<file path="src/sv/rcam_pkg.sv">
// Shared types and constants for the rounded-corner alpha mask.
// Used by the register block, the geometry front end,
// the square-root cells and the top level.
`default_nettype none

package rcam_pkg;

    // Classification of one pixel against the corner circle.
    typedef enum logic [1:0] {
        CLS_KEEP  = 2'd0,
        CLS_SCALE = 2'd1,
        CLS_CLEAR = 2'd2
    } t_cls;

    // Pixel word as it travels down the pipeline.
    typedef struct packed {
        t_cls        cls;
        logic [31:0] pixel;
    } t_word;

    // Configuration register indexes (byte address is 4 times the index).
    localparam int          APB_ADDR_W        = 4;
    localparam int          APB_DATA_W        = 32;
    localparam logic [1:0]  REG_FRAME_WIDTH   = 2'd0;
    localparam logic [1:0]  REG_FRAME_HEIGHT  = 2'd1;
    localparam logic [1:0]  REG_ARC_RADIUS    = 2'd2;

    // Reset values of the configuration registers.
    localparam int          FRAME_SIZE_RESET  = 256;
    localparam int          RADIUS_RESET      = 0;

    // Pixel layout and coverage format.
    localparam int          ALPHA_LSB         = 24;
    localparam logic [31:0] PIXEL_CLEARED     = 32'h0000_0000;
    localparam logic [8:0]  COV_FULL          = 9'd256;
    localparam logic [16:0] ALPHA_ROUND       = 17'd128;

endpackage

`default_nettype wire

</file>
<file path="src/sv/rcam_if.sv">
// Stream interfaces for the rounded-corner alpha mask: the pixel input
// channel and the result channel.
`default_nettype none

interface rcam_pix_if #(
    parameter int DIM_BITS = 12
);
    logic                valid;
    logic                ready;
    logic [DIM_BITS-1:0] pix_x;
    logic [DIM_BITS-1:0] pix_y;
    logic [31:0]         pixel_in;

    modport source (output valid, output pix_x, output pix_y, output pixel_in, input ready);
    modport sink   (input valid, input pix_x, input pix_y, input pixel_in, output ready);
endinterface

interface rcam_res_if;
    logic        valid;
    logic        ready;
    logic [31:0] pixel_out;
    logic [1:0]  corner_class;

    modport source (output valid, output pixel_out, output corner_class, input ready);
    modport sink   (input valid, input pixel_out, input corner_class, output ready);
endinterface

`default_nettype wire

</file>
<file path="src/sv/rcam_regs.sv">
// APB configuration registers: frame width, frame height, corner radius.
// Depends on rcam_pkg for register indexes and reset values.
`default_nettype none

module rcam_regs
    import rcam_pkg::*;
#(
    parameter int DIM_BITS = 12
) (
    input  wire logic                  i_clk,
    input  wire logic                  i_rst_n,
    input  wire logic                  psel,
    input  wire logic                  penable,
    input  wire logic                  pwrite,
    input  wire logic [APB_ADDR_W-1:0] paddr,
    input  wire logic [APB_DATA_W-1:0] pwdata,
    output logic      [APB_DATA_W-1:0] prdata,
    output logic                       pready,
    output logic      [DIM_BITS:0]     o_frame_width,
    output logic      [DIM_BITS:0]     o_frame_height,
    output logic      [DIM_BITS-1:0]   o_arc_radius
);

    logic [DIM_BITS:0]   r_frame_width;
    logic [DIM_BITS:0]   r_frame_height;
    logic [DIM_BITS-1:0] r_arc_radius;
    logic [1:0]          reg_index;
    logic                wr_en;

    assign pready    = 1'b1;
    assign reg_index = paddr[3:2];
    assign wr_en     = psel && penable && pwrite && pready;

    // Register writes; indexes beyond the list are ignored.
    always_ff @(posedge i_clk) begin
        if (!i_rst_n) begin
            r_frame_width  <= (DIM_BITS+1)'(FRAME_SIZE_RESET);
            r_frame_height <= (DIM_BITS+1)'(FRAME_SIZE_RESET);
            r_arc_radius   <= DIM_BITS'(RADIUS_RESET);
        end else if (wr_en) begin
            unique case (reg_index)
                REG_FRAME_WIDTH:  r_frame_width  <= pwdata[DIM_BITS:0];
                REG_FRAME_HEIGHT: r_frame_height <= pwdata[DIM_BITS:0];
                REG_ARC_RADIUS:   r_arc_radius   <= pwdata[DIM_BITS-1:0];
                default: begin
                end
            endcase
        end
    end

    // Read mux.
    always_comb begin
        unique case (reg_index)
            REG_FRAME_WIDTH:  prdata = APB_DATA_W'(r_frame_width);
            REG_FRAME_HEIGHT: prdata = APB_DATA_W'(r_frame_height);
            REG_ARC_RADIUS:   prdata = APB_DATA_W'(r_arc_radius);
            default:          prdata = '0;
        endcase
    end

    assign o_frame_width  = r_frame_width;
    assign o_frame_height = r_frame_height;
    assign o_arc_radius   = r_arc_radius;

endmodule

`default_nettype wire

</file>
<file path="src/sv/rcam_geom.sv">
// Geometry front end: radius clamp, corner test, doubled distances,
// squares and the inner/outer classification, in four pipeline stages.
// Depends on rcam_pkg for the pixel word and class codes.
`default_nettype none

module rcam_geom
    import rcam_pkg::*;
#(
    parameter int DIM_BITS = 12
) (
    input  wire logic                    i_clk,
    input  wire logic                    i_rst_n,
    input  wire logic [DIM_BITS:0]       i_frame_width,
    input  wire logic [DIM_BITS:0]       i_frame_height,
    input  wire logic [DIM_BITS-1:0]     i_arc_radius,
    input  wire logic                    i_valid,
    output logic                         o_ready,
    input  wire logic [DIM_BITS-1:0]     i_pix_x,
    input  wire logic [DIM_BITS-1:0]     i_pix_y,
    input  wire logic [31:0]             i_pixel,
    output logic                         o_valid,
    input  wire logic                    i_ready,
    output t_word                        o_word,
    output logic      [2*DIM_BITS+1:0]   o_rad,
    output logic      [DIM_BITS:0]       o_two_r_p1
);

    localparam int D    = DIM_BITS;
    localparam int SQ_W = 2 * DIM_BITS + 2;

    // Stage enables: a stage moves when it is empty or its successor moves.
    logic en1, en2, en3, en4;

    // Stage 1: clamped radius and frame test.
    logic          r_s1_valid;
    logic [D-1:0]  r_s1_x, r_s1_y, r_s1_r;
    logic          r_s1_bypass;
    logic [31:0]   r_s1_pix;

    // Stage 2: doubled distances.
    logic          r_s2_valid;
    logic [D:0]    r_s2_dx, r_s2_dy;
    logic [D-1:0]  r_s2_r;
    logic          r_s2_bypass;
    logic [31:0]   r_s2_pix;

    // Stage 3: squares.
    logic             r_s3_valid;
    logic [SQ_W-1:0]  r_s3_dx2, r_s3_dy2, r_s3_inner, r_s3_outer;
    logic [D:0]       r_s3_tp;
    logic             r_s3_bypass;
    logic [31:0]      r_s3_pix;

    // Stage 4: classification.
    logic             r_s4_valid;
    t_word            r_s4_word;
    logic [SQ_W-1:0]  r_s4_rad;
    logic [D:0]       r_s4_tp;

    assign en4     = !r_s4_valid || i_ready;
    assign en3     = !r_s3_valid || en4;
    assign en2     = !r_s2_valid || en3;
    assign en1     = !r_s1_valid || en2;
    assign o_ready = en1;

    // Stage 1 logic: clamp the radius to half the frame size.
    logic [D-1:0] half_w, half_h, r_clamp_w, r_eff;
    logic         outside;

    assign half_w    = i_frame_width[D:1];
    assign half_h    = i_frame_height[D:1];
    assign r_clamp_w = (i_arc_radius > half_w) ? half_w : i_arc_radius;
    assign r_eff     = (r_clamp_w > half_h) ? half_h : r_clamp_w;
    assign outside   = ({1'b0, i_pix_x} >= i_frame_width) ||
                       ({1'b0, i_pix_y} >= i_frame_height);

    // Stage 2 logic: distance from the nearer frame edge and DX, DY.
    logic [D:0]   x_sum, y_sum, x_tail, y_tail;
    logic         x_left, x_right, y_top, y_bottom;
    logic [D-1:0] ix, iy;
    logic         s2_bypass;

    assign x_sum    = {1'b0, r_s1_x} + {1'b0, r_s1_r};
    assign y_sum    = {1'b0, r_s1_y} + {1'b0, r_s1_r};
    assign x_left   = r_s1_x < r_s1_r;
    assign y_top    = r_s1_y < r_s1_r;
    assign x_right  = x_sum >= i_frame_width;
    assign y_bottom = y_sum >= i_frame_height;
    assign x_tail   = x_sum + (D+1)'(1) - i_frame_width;
    assign y_tail   = y_sum + (D+1)'(1) - i_frame_height;
    assign ix       = x_left ? (r_s1_r - r_s1_x) : x_tail[D-1:0];
    assign iy       = y_top  ? (r_s1_r - r_s1_y) : y_tail[D-1:0];
    assign s2_bypass = r_s1_bypass || (r_s1_r == '0) ||
                       !(x_left || x_right) || !(y_top || y_bottom);

    // Stage 4 logic: squared distance against inner and outer circles.
    logic [SQ_W:0] d2;

    assign d2 = {1'b0, r_s3_dx2} + {1'b0, r_s3_dy2};

    always_ff @(posedge i_clk) begin
        if (!i_rst_n) begin
            r_s1_valid <= 1'b0;
            r_s2_valid <= 1'b0;
            r_s3_valid <= 1'b0;
            r_s4_valid <= 1'b0;
        end else begin
            if (en1) r_s1_valid <= i_valid;
            if (en2) r_s2_valid <= r_s1_valid;
            if (en3) r_s3_valid <= r_s2_valid;
            if (en4) r_s4_valid <= r_s3_valid;
        end
    end

    // Stage payloads.
    always_ff @(posedge i_clk) begin
        if (en1) begin
            r_s1_x      <= i_pix_x;
            r_s1_y      <= i_pix_y;
            r_s1_r      <= r_eff;
            r_s1_bypass <= outside;
            r_s1_pix    <= i_pixel;
        end
        if (en2) begin
            r_s2_dx     <= {ix, 1'b0} - (D+1)'(1);
            r_s2_dy     <= {iy, 1'b0} - (D+1)'(1);
            r_s2_r      <= r_s1_r;
            r_s2_bypass <= s2_bypass;
            r_s2_pix    <= r_s1_pix;
        end
        if (en3) begin
            r_s3_dx2    <= SQ_W'(r_s2_dx) * SQ_W'(r_s2_dx);
            r_s3_dy2    <= SQ_W'(r_s2_dy) * SQ_W'(r_s2_dy);
            r_s3_inner  <= SQ_W'({r_s2_r, 1'b0} - (D+1)'(1)) *
                           SQ_W'({r_s2_r, 1'b0} - (D+1)'(1));
            r_s3_outer  <= SQ_W'({r_s2_r, 1'b1}) * SQ_W'({r_s2_r, 1'b1});
            r_s3_tp     <= {r_s2_r, 1'b1};
            r_s3_bypass <= r_s2_bypass;
            r_s3_pix    <= r_s2_pix;
        end
        if (en4) begin
            r_s4_rad <= d2[SQ_W-1:0];
            r_s4_tp  <= r_s3_tp;
            priority if (r_s3_bypass || (d2 <= {1'b0, r_s3_inner})) begin
                r_s4_word.cls   <= CLS_KEEP;
                r_s4_word.pixel <= r_s3_pix;
            end else if (d2 >= {1'b0, r_s3_outer}) begin
                r_s4_word.cls   <= CLS_CLEAR;
                r_s4_word.pixel <= PIXEL_CLEARED;
            end else begin
                r_s4_word.cls   <= CLS_SCALE;
                r_s4_word.pixel <= r_s3_pix;
            end
        end
    end

    assign o_valid    = r_s4_valid;
    assign o_word     = r_s4_word;
    assign o_rad      = r_s4_rad;
    assign o_two_r_p1 = r_s4_tp;

endmodule

`default_nettype wire

</file>
<file path="src/sv/rcam_sqrt_cell.sv">
// One cell of the square-root row: takes two radicand bits, produces one
// root bit and hands the partial root, remainder and pixel word onward.
// Depends on rcam_pkg for the pixel word.
`default_nettype none

module rcam_sqrt_cell
    import rcam_pkg::*;
#(
    parameter int RAD_W  = 26,
    parameter int ROOT_W = 21,
    parameter int TP_W   = 13
) (
    input  wire logic                i_clk,
    input  wire logic                i_rst_n,
    input  wire logic                i_valid,
    output logic                     o_ready,
    output logic                     o_valid,
    input  wire logic                i_ready,
    input  wire t_word               i_word,
    output t_word                    o_word,
    input  wire logic [RAD_W-1:0]    i_rad,
    output logic      [RAD_W-1:0]    o_rad,
    input  wire logic [ROOT_W-1:0]   i_root,
    output logic      [ROOT_W-1:0]   o_root,
    input  wire logic [ROOT_W+1:0]   i_rem,
    output logic      [ROOT_W+1:0]   o_rem,
    input  wire logic [TP_W-1:0]     i_two_r_p1,
    output logic      [TP_W-1:0]     o_two_r_p1
);

    localparam int REM_W = ROOT_W + 2;

    logic              r_valid;
    t_word             r_word;
    logic [RAD_W-1:0]  r_rad;
    logic [ROOT_W-1:0] r_root;
    logic [REM_W-1:0]  r_rem;
    logic [TP_W-1:0]   r_tp;
    logic              en;

    logic [REM_W-1:0]  rem_sh, trial;
    logic              take;

    assign en      = !r_valid || i_ready;
    assign o_ready = en;

    // One restoring step: bring down two bits, try 4*root+1.
    assign rem_sh = {i_rem[REM_W-3:0], i_rad[RAD_W-1 -: 2]};
    assign trial  = {i_root, 2'b01};
    assign take   = rem_sh >= trial;

    always_ff @(posedge i_clk) begin
        if (!i_rst_n) begin
            r_valid <= 1'b0;
        end else if (en) begin
            r_valid <= i_valid;
        end
    end

    always_ff @(posedge i_clk) begin
        if (en) begin
            r_word <= i_word;
            r_rad  <= {i_rad[RAD_W-3:0], 2'b00};
            r_root <= {i_root[ROOT_W-2:0], take};
            r_rem  <= take ? (rem_sh - trial) : rem_sh;
            r_tp   <= i_two_r_p1;
        end
    end

    assign o_valid    = r_valid;
    assign o_word     = r_word;
    assign o_rad      = r_rad;
    assign o_root     = r_root;
    assign o_rem      = r_rem;
    assign o_two_r_p1 = r_tp;

endmodule

`default_nettype wire

</file>
<file path="src/sv/rounded_corner_alpha_mask_top.sv">
// Throughput: one pixel per cycle while the output is not stalled; the
// square-root row has one cell per root bit (DIM_BITS+9 cells) and each
// cell takes a new word every cycle unless stalled. Every stage holds its
// word while the next is full, so stalls back up. Reset is synchronous,
// active low: clears all valid bits and loads the registers with width
// 256, height 256, radius 0.
`default_nettype none

module rounded_corner_alpha_mask_top
    import rcam_pkg::*;
#(
    parameter int DIM_BITS = 12
) (
    input  wire logic                  i_clk,
    input  wire logic                  i_rst_n,
    rcam_pix_if.sink                   i_pix,
    rcam_res_if.source                 o_res,
    input  wire logic                  psel,
    input  wire logic                  penable,
    input  wire logic                  pwrite,
    input  wire logic [APB_ADDR_W-1:0] paddr,
    input  wire logic [APB_DATA_W-1:0] pwdata,
    output logic      [APB_DATA_W-1:0] prdata,
    output logic                       pready
);

    localparam int D      = DIM_BITS;
    localparam int SQ_W   = 2 * DIM_BITS + 2;
    localparam int ROOT_W = DIM_BITS + 9;
    localparam int REM_W  = ROOT_W + 2;
    localparam int NCELL  = ROOT_W;

    logic [D:0]   frame_width, frame_height;
    logic [D-1:0] arc_radius;

    // Configuration registers.
    rcam_regs #(.DIM_BITS(DIM_BITS)) u_regs (
        .i_clk           (i_clk),
        .i_rst_n         (i_rst_n),
        .psel            (psel),
        .penable         (penable),
        .pwrite          (pwrite),
        .paddr           (paddr),
        .pwdata          (pwdata),
        .prdata          (prdata),
        .pready          (pready),
        .o_frame_width   (frame_width),
        .o_frame_height  (frame_height),
        .o_arc_radius    (arc_radius)
    );

    // Chain links between the front end, the cells and the back end.
    logic                w_valid [0:NCELL];
    logic                w_ready [0:NCELL];
    t_word               w_word  [0:NCELL];
    logic [SQ_W-1:0]     w_rad   [0:NCELL];
    logic [ROOT_W-1:0]   w_root  [0:NCELL];
    logic [REM_W-1:0]    w_rem   [0:NCELL];
    logic [D:0]          w_tp    [0:NCELL];

    // Geometry front end.
    rcam_geom #(.DIM_BITS(DIM_BITS)) u_geom (
        .i_clk           (i_clk),
        .i_rst_n         (i_rst_n),
        .i_frame_width   (frame_width),
        .i_frame_height  (frame_height),
        .i_arc_radius    (arc_radius),
        .i_valid         (i_pix.valid),
        .o_ready         (i_pix.ready),
        .i_pix_x         (i_pix.pix_x),
        .i_pix_y         (i_pix.pix_y),
        .i_pixel         (i_pix.pixel_in),
        .o_valid         (w_valid[0]),
        .i_ready         (w_ready[0]),
        .o_word          (w_word[0]),
        .o_rad           (w_rad[0]),
        .o_two_r_p1      (w_tp[0])
    );

    assign w_root[0] = '0;
    assign w_rem[0]  = '0;

    // Square-root row, one root bit per cell.
    for (genvar k = 0; k < NCELL; k++) begin : g_cell
        rcam_sqrt_cell #(
            .RAD_W  (SQ_W),
            .ROOT_W (ROOT_W),
            .TP_W   (D + 1)
        ) u_cell (
            .i_clk      (i_clk),
            .i_rst_n    (i_rst_n),
            .i_valid    (w_valid[k]),
            .o_ready    (w_ready[k]),
            .o_valid    (w_valid[k+1]),
            .i_ready    (w_ready[k+1]),
            .i_word     (w_word[k]),
            .o_word     (w_word[k+1]),
            .i_rad      (w_rad[k]),
            .o_rad      (w_rad[k+1]),
            .i_root     (w_root[k]),
            .o_root     (w_root[k+1]),
            .i_rem      (w_rem[k]),
            .o_rem      (w_rem[k+1]),
            .i_two_r_p1 (w_tp[k]),
            .o_two_r_p1 (w_tp[k+1])
        );
    end

    // Back end: coverage stage, then the output register.
    logic         r_c_valid;
    t_word        r_c_word;
    logic [8:0]   r_c_cov;
    logic         r_o_valid;
    t_word        r_o_word;
    logic         en_c, en_o;

    assign en_o           = !r_o_valid || o_res.ready;
    assign en_c           = !r_c_valid || en_o;
    assign w_ready[NCELL] = en_c;

    // Coverage: ((2r+1)*256 - root) / 2, clamped to 0..256.
    logic [ROOT_W-1:0] base;
    logic [ROOT_W:0]   diff;
    logic [ROOT_W-2:0] half;
    logic [8:0]        cov;

    assign base = {w_tp[NCELL], 8'h00};
    assign diff = {1'b0, base} - {1'b0, w_root[NCELL]};
    assign half = diff[ROOT_W-1:1];
    always_comb begin
        priority if (diff[ROOT_W]) begin
            cov = '0;
        end else if (half > (ROOT_W-1)'(COV_FULL)) begin
            cov = COV_FULL;
        end else begin
            cov = half[8:0];
        end
    end

    // Alpha scaling with rounding.
    logic [16:0] alpha_prod;
    logic [7:0]  new_alpha;

    assign alpha_prod = 17'(r_c_word.pixel[ALPHA_LSB +: 8]) * 17'(r_c_cov) + ALPHA_ROUND;
    assign new_alpha  = alpha_prod[15:8];

    always_ff @(posedge i_clk) begin
        if (!i_rst_n) begin
            r_c_valid <= 1'b0;
            r_o_valid <= 1'b0;
        end else begin
            if (en_c) r_c_valid <= w_valid[NCELL];
            if (en_o) r_o_valid <= r_c_valid;
        end
    end

    always_ff @(posedge i_clk) begin
        if (en_c) begin
            r_c_word <= w_word[NCELL];
            r_c_cov  <= cov;
        end
        if (en_o) begin
            r_o_word.cls <= r_c_word.cls;
            if (r_c_word.cls == CLS_SCALE) begin
                r_o_word.pixel <= {new_alpha, r_c_word.pixel[ALPHA_LSB-1:0]};
            end else begin
                r_o_word.pixel <= r_c_word.pixel;
            end
        end
    end

    assign o_res.valid        = r_o_valid;
    assign o_res.pixel_out    = r_o_word.pixel;
    assign o_res.corner_class = r_o_word.cls;

`ifndef SYNTHESIS
    // A pixel in the soft band has a root between (2r-1)*256 and (2r+1)*256.
    a_band_root : assert property (@(posedge i_clk) disable iff (!i_rst_n)
        (w_valid[NCELL] && (w_word[NCELL].cls == CLS_SCALE)) |->
            ((w_root[NCELL] < base) &&
             ({1'b0, w_root[NCELL]} + (ROOT_W+1)'(512) >= {1'b0, base})))
        else $error("square-root result outside the antialiasing band");

    // A cleared pixel leaves as all zeros.
    a_clear_zero : assert property (@(posedge i_clk) disable iff (!i_rst_n)
        (o_res.valid && (o_res.corner_class == CLS_CLEAR)) |->
            (o_res.pixel_out == PIXEL_CLEARED))
        else $error("cleared pixel is not zero");

    // A word taken from the coverage stage reaches the output register.
    a_out_load : assert property (@(posedge i_clk) disable iff (!i_rst_n)
        (r_c_valid && en_o) |=> r_o_valid)
        else $error("output register missed a word");
`endif

endmodule

`default_nettype wire

</file>
<file path="src/flat_wrapper.sv">
// flat-port wrapper written by rule: the top's interface ports become plain ports
module rounded_corner_alpha_mask_top_flat import rcam_pkg::*;
#(
    parameter int DIM_BITS = 12
)
  (i_clk, i_rst_n, psel, penable, pwrite, paddr, pwdata, prdata, pready, i_pix_valid, i_pix_pix_x, i_pix_pix_y, i_pix_pixel_in, i_pix_ready, o_res_valid, o_res_pixel_out, o_res_corner_class, o_res_ready);
  rcam_pix_if #(.DIM_BITS(DIM_BITS)) i_pix_i ();
  rcam_res_if o_res_i ();
  input  wire logic i_clk;
  input  wire logic i_rst_n;
  input  wire logic psel;
  input  wire logic penable;
  input  wire logic pwrite;
  input  wire logic [APB_ADDR_W-1:0] paddr;
  input  wire logic [APB_DATA_W-1:0] pwdata;
  output logic      [APB_DATA_W-1:0] prdata;
  output logic pready;
  input wire logic [$bits(i_pix_i.valid)-1:0] i_pix_valid;
  input wire logic [$bits(i_pix_i.pix_x)-1:0] i_pix_pix_x;
  input wire logic [$bits(i_pix_i.pix_y)-1:0] i_pix_pix_y;
  input wire logic [$bits(i_pix_i.pixel_in)-1:0] i_pix_pixel_in;
  output wire logic [$bits(i_pix_i.ready)-1:0] i_pix_ready;
  output wire logic [$bits(o_res_i.valid)-1:0] o_res_valid;
  output wire logic [$bits(o_res_i.pixel_out)-1:0] o_res_pixel_out;
  output wire logic [$bits(o_res_i.corner_class)-1:0] o_res_corner_class;
  input wire logic [$bits(o_res_i.ready)-1:0] o_res_ready;
  assign i_pix_i.valid = i_pix_valid;
  assign i_pix_i.pix_x = i_pix_pix_x;
  assign i_pix_i.pix_y = i_pix_pix_y;
  assign i_pix_i.pixel_in = i_pix_pixel_in;
  assign i_pix_ready = i_pix_i.ready;
  assign o_res_valid = o_res_i.valid;
  assign o_res_pixel_out = o_res_i.pixel_out;
  assign o_res_corner_class = o_res_i.corner_class;
  assign o_res_i.ready = o_res_ready;
  rounded_corner_alpha_mask_top #(.DIM_BITS(DIM_BITS)) u_core (.i_clk(i_clk), .i_rst_n(i_rst_n), .i_pix(i_pix_i), .o_res(o_res_i), .psel(psel), .penable(penable), .pwrite(pwrite), .paddr(paddr), .pwdata(pwdata), .prdata(prdata), .pready(pready));
endmodule
</file>
<file path="config.mk">
export PLATFORM = sky130hd
export DESIGN_NAME = rounded_corner_alpha_mask_top_flat
export DESIGN_NICKNAME = d
export VERILOG_FILES = /design/src/sv/rcam_pkg.sv /design/src/sv/rcam_if.sv /design/src/sv/rcam_regs.sv /design/src/sv/rcam_geom.sv /design/src/sv/rcam_sqrt_cell.sv /design/src/sv/rounded_corner_alpha_mask_top.sv /design/src/flat_wrapper.sv
export SDC_FILE = /design/constraint.sdc
export NUM_CORES = 2
export LEC_CHECK = 0
export CAP_MARGIN = 20
export CORE_MARGIN = 2
export CORE_UTILIZATION = 61
export CTS_CLUSTER_DIAMETER = 80
export DETAILED_ROUTE_END_ITERATION = 8
export DONT_BUFFER_PORTS = 1
export PLACE_DENSITY = 0.87
export SLEW_MARGIN = 25
export SYNTH_ARGS = -nofsm -noshare
export SYNTH_HDL_FRONTEND = slang
export SYNTH_SLANG_ARGS = --single-unit
</file>
<file path="constraint.sdc">
create_clock -name i_clk -period 14.8 [get_ports i_clk]
set_input_delay 0.74 -clock i_clk [delete_from_list [all_inputs] [get_ports i_clk]]
set_output_delay 0.74 -clock i_clk [all_outputs]
set_load 0.05 [all_outputs]
</file>
==> summary.md <==
| Metric | Value |
|---|---|
| M3 GR Usage | 3.537% |
| GRT busiest layer | met2 |
| Clock Tree Root | clkbuf_16 |
| Post-CTS Setup Bufs | 0 |
| Via density | 5.808 |
| Cell area after synthesis | 0.1123 mm2 |
| Period utilization | 59.63% |
| CP max FO | 13 |
| CP delay by family, top | adder cells |
| CP peak stage delay | 0.75 ns |
| CTS tree | done |
| First-pass GRT wire length | 367.0 mm |
| Unique masters post-synth | 92 |
| Die height | 433.1 um |
| Die area | 0.1876 mm2 |
| Final core occ | 67.20% |
| Row cnt | 157 |
| Clock skew | 0.09450 ns |
| Starting Density | 61.34% |
| Clk_lat worst skew | 0.89 ns |
| # clock sinks | 2206 |
| Critical Path RT | 15.42 ns |
| Max Freq | 113.3 MHz |
| Mean Syn Cell Area | 13.52 um2 |
| Final setup margin | 5.975 ns |
| Pin count of the biggest net entering global routing | 89 |
| Antenna viol nets, final | 0 |
| Max cap viols | 0 |
| Share of synthesized registers carrying an async set or reset | 0% |
| Max_slew headroom | 29.29% |
| Final Hold Vio Count | 0 |
| Residual DRC | 0 |
| Slew @ Worst Pin | 1.061 ns |
| Avg WL per Cell | 20.52 um |
| Final min period | 8.825 ns |
| Critical Path AT | 9.44 ns |
| H-tree depth | 4 |
| Vias in the first global route | 68700 |
| Cell mode on critical path | fa_1 |
| DR iter-0 viols | 5733 |
| GRT Total Usage | 24.89% |
| Initial antenna violation count | 4 |
| Top_reg_cell synth | edfxtp_1 |
| Area growth syn-to-layout | 9.555% |
| Seq/Total Area, Yosys | 58.41% |
| Number of CTS-inserted buffers | 202 |
| Post-DP HPWL | 151.0 mm |
| Max Slew Vio Count | 0 |
| Crit Path Category | register to register |
| Endpoint class of the critical path | register |
| Clock slew at reported path FFs | 0.06 ns |
| Yosys warning total | 0 |
| Hold_ws | 0.07097 ns |
| CORE AREA | 0.1831 mm2 |
| Pre-CTS WS | 5.896 ns |
| Setup TNS | 0 ns |
| Outcome | finished clean |
| Die boundary width | 433.1 um |
| CP Buf/Inv Count | 5 |
| RSZ-0062 raised after global routing | false |
| IO Port Bufs | 0 |
| Total number of vias | 64810 |
| CTS max path bufs | 3 |
| Gr ovfl total | 0 |
| GR Layer Usage met2 | 44.70% |
| Slowest CP cell | edfxtp_1 |
| Most frequent cells in the layout | 2141 x edfxtp_1, 1056 x inv_1, 782 x ha_1, 516 x fa_1, 488 x nand2_1 |
| Startpoint type of the worst setup path | register |
| CP Cell Sequence | clkinv_1, ha_1, nand2_1, or4_1, xor2_1, inv_1, nand2_1, inv_1, fa_1, inv_1, fa_1, inv_1, fa_1, fa_1, fa_1, fa_1, ha_1, and2_1, a2111oi_0, a21oi_1, o41ai_1, o21bai_1, a21oi_1, xnor2_1 |
| Final setup fails | 0 |
| Layout cells sized above 1 | 6.253% |
| Grt met1 use | 29.60% |
| Ports | 168 |
| Commonest non-fill, non-tap cell in the layout | edfxtp_1 |
| Mapped Cells | 8306 |
| Post-synth EDFFs | 2141 |
| RePlAce Congestion | 0.8958 |
| Drt pass-1 iters | 6 |
| Yosys reg bits | 2206 |
| WL final | 229.0 mm |
| Fin nets | 9909 |
| Hold/Removal Path Class | input port to register |
[area by class of cell]
type	count	area [um2]
diodes	10	25.02
clock buffers	242	5319
clock inverters	134	1470
fillers	11730	60040
inverters	1074	4036
multi-input cells	4902	42340
flip-flops and latches	2206	65590
well taps	2464	3083
repair buffers	126	1172
[state kept, by name, indices dropped and copies added (netlist names), 34 cells and up]
name / count
u_core.g_cell.u_cell.o_two_r_p1: 252
u_core.g_cell.u_cell.o_word: 714
u_core.g_cell.u_cell.o_rad: 132
u_core.g_cell.u_cell.o_rem: 387
u_core.u_geom.o_word: 34
u_core.r_c_word: 34
u_core.g_cell.u_cell.o_root: 230
[cells by family after synthesis]
kind of cell             synth area share, %
other                               0.006687
buffers and inverters                  4.182
XOR/XNOR                               3.931
flip-flops                             58.41
AO/OA/AOI/OAI                          6.898
adder cells (fa/ha/maj)                17.91
multiplexers                           1.113
AND/OR/NAND/NOR                        7.554
[per-stage QoR]
step | area [um2] | std cells
after global routing | 123000 | 11150
final | 123000 | 11160
after global placement | 115400 | 10700
after CTS | 122900 | 11150
after floorplan | 112400 | 8330
after detailed placement | 115400 | 10700
[cells in the mapped netlist, types with 110 or more instances]
cell type,instances,area (um2)
edfxtp_1,2141,64290
inv_1,1067,4005
ha_1,782,9784
fa_1,516,10330
nand2_1,498,1869
nor2_1,422,1584
a21oi_1,342,1712
xnor2_1,306,2680
o21ai_0,288,1441
xor2_1,198,1734
and2_1,176,1101
a21o_1,148,1111
nor3_1,145,725.7
clkbuf_1,110,412.9
[what timing repair did]
action | 4_1_cts | 5_1_grt
resized for setup | 0 | 0
hold buffers | 69 | 0
hold endpoints to repair | 89 | 0
[worst paths after layout]
path / from / end / slack, ns / cells past startpoint
setup / recovery: u_core.u_geom.r_s2_r[1]$_DFFE_PP_ / u_core.u_geom.r_s3_inner[24]$_DFFE_PP_ / 5.98 / 24
hold / removal: pwdata[8] / u_core.u_regs.o_frame_height[8]$_SDFFE_PN1P_ / 0.07 / 2
setup reg to reg: u_core.u_geom.r_s2_r[1]$_DFFE_PP_ / u_core.u_geom.r_s3_inner[24]$_DFFE_PP_ / 5.98 / 24
hold reg to reg: u_core.u_geom.o_two_r_p1[8]$_DFFE_PP_ / u_core.g_cell[0].u_cell.o_two_r_p1[8]$_DFFE_PP_ / 0.38 / 0
[per-layer routing]
layer / up-vias / share of wire, %
met3: 713 / 5.5
met1: 31860 / 37
met4: 2 / 4.8
met2: 2627 / 52
li1: 29600 / -
met5: - / 0.0048
Power is left out: the tool's default activity adds up to more than one toggle a clock period on the data nets, which glitch-free logic cannot reach.
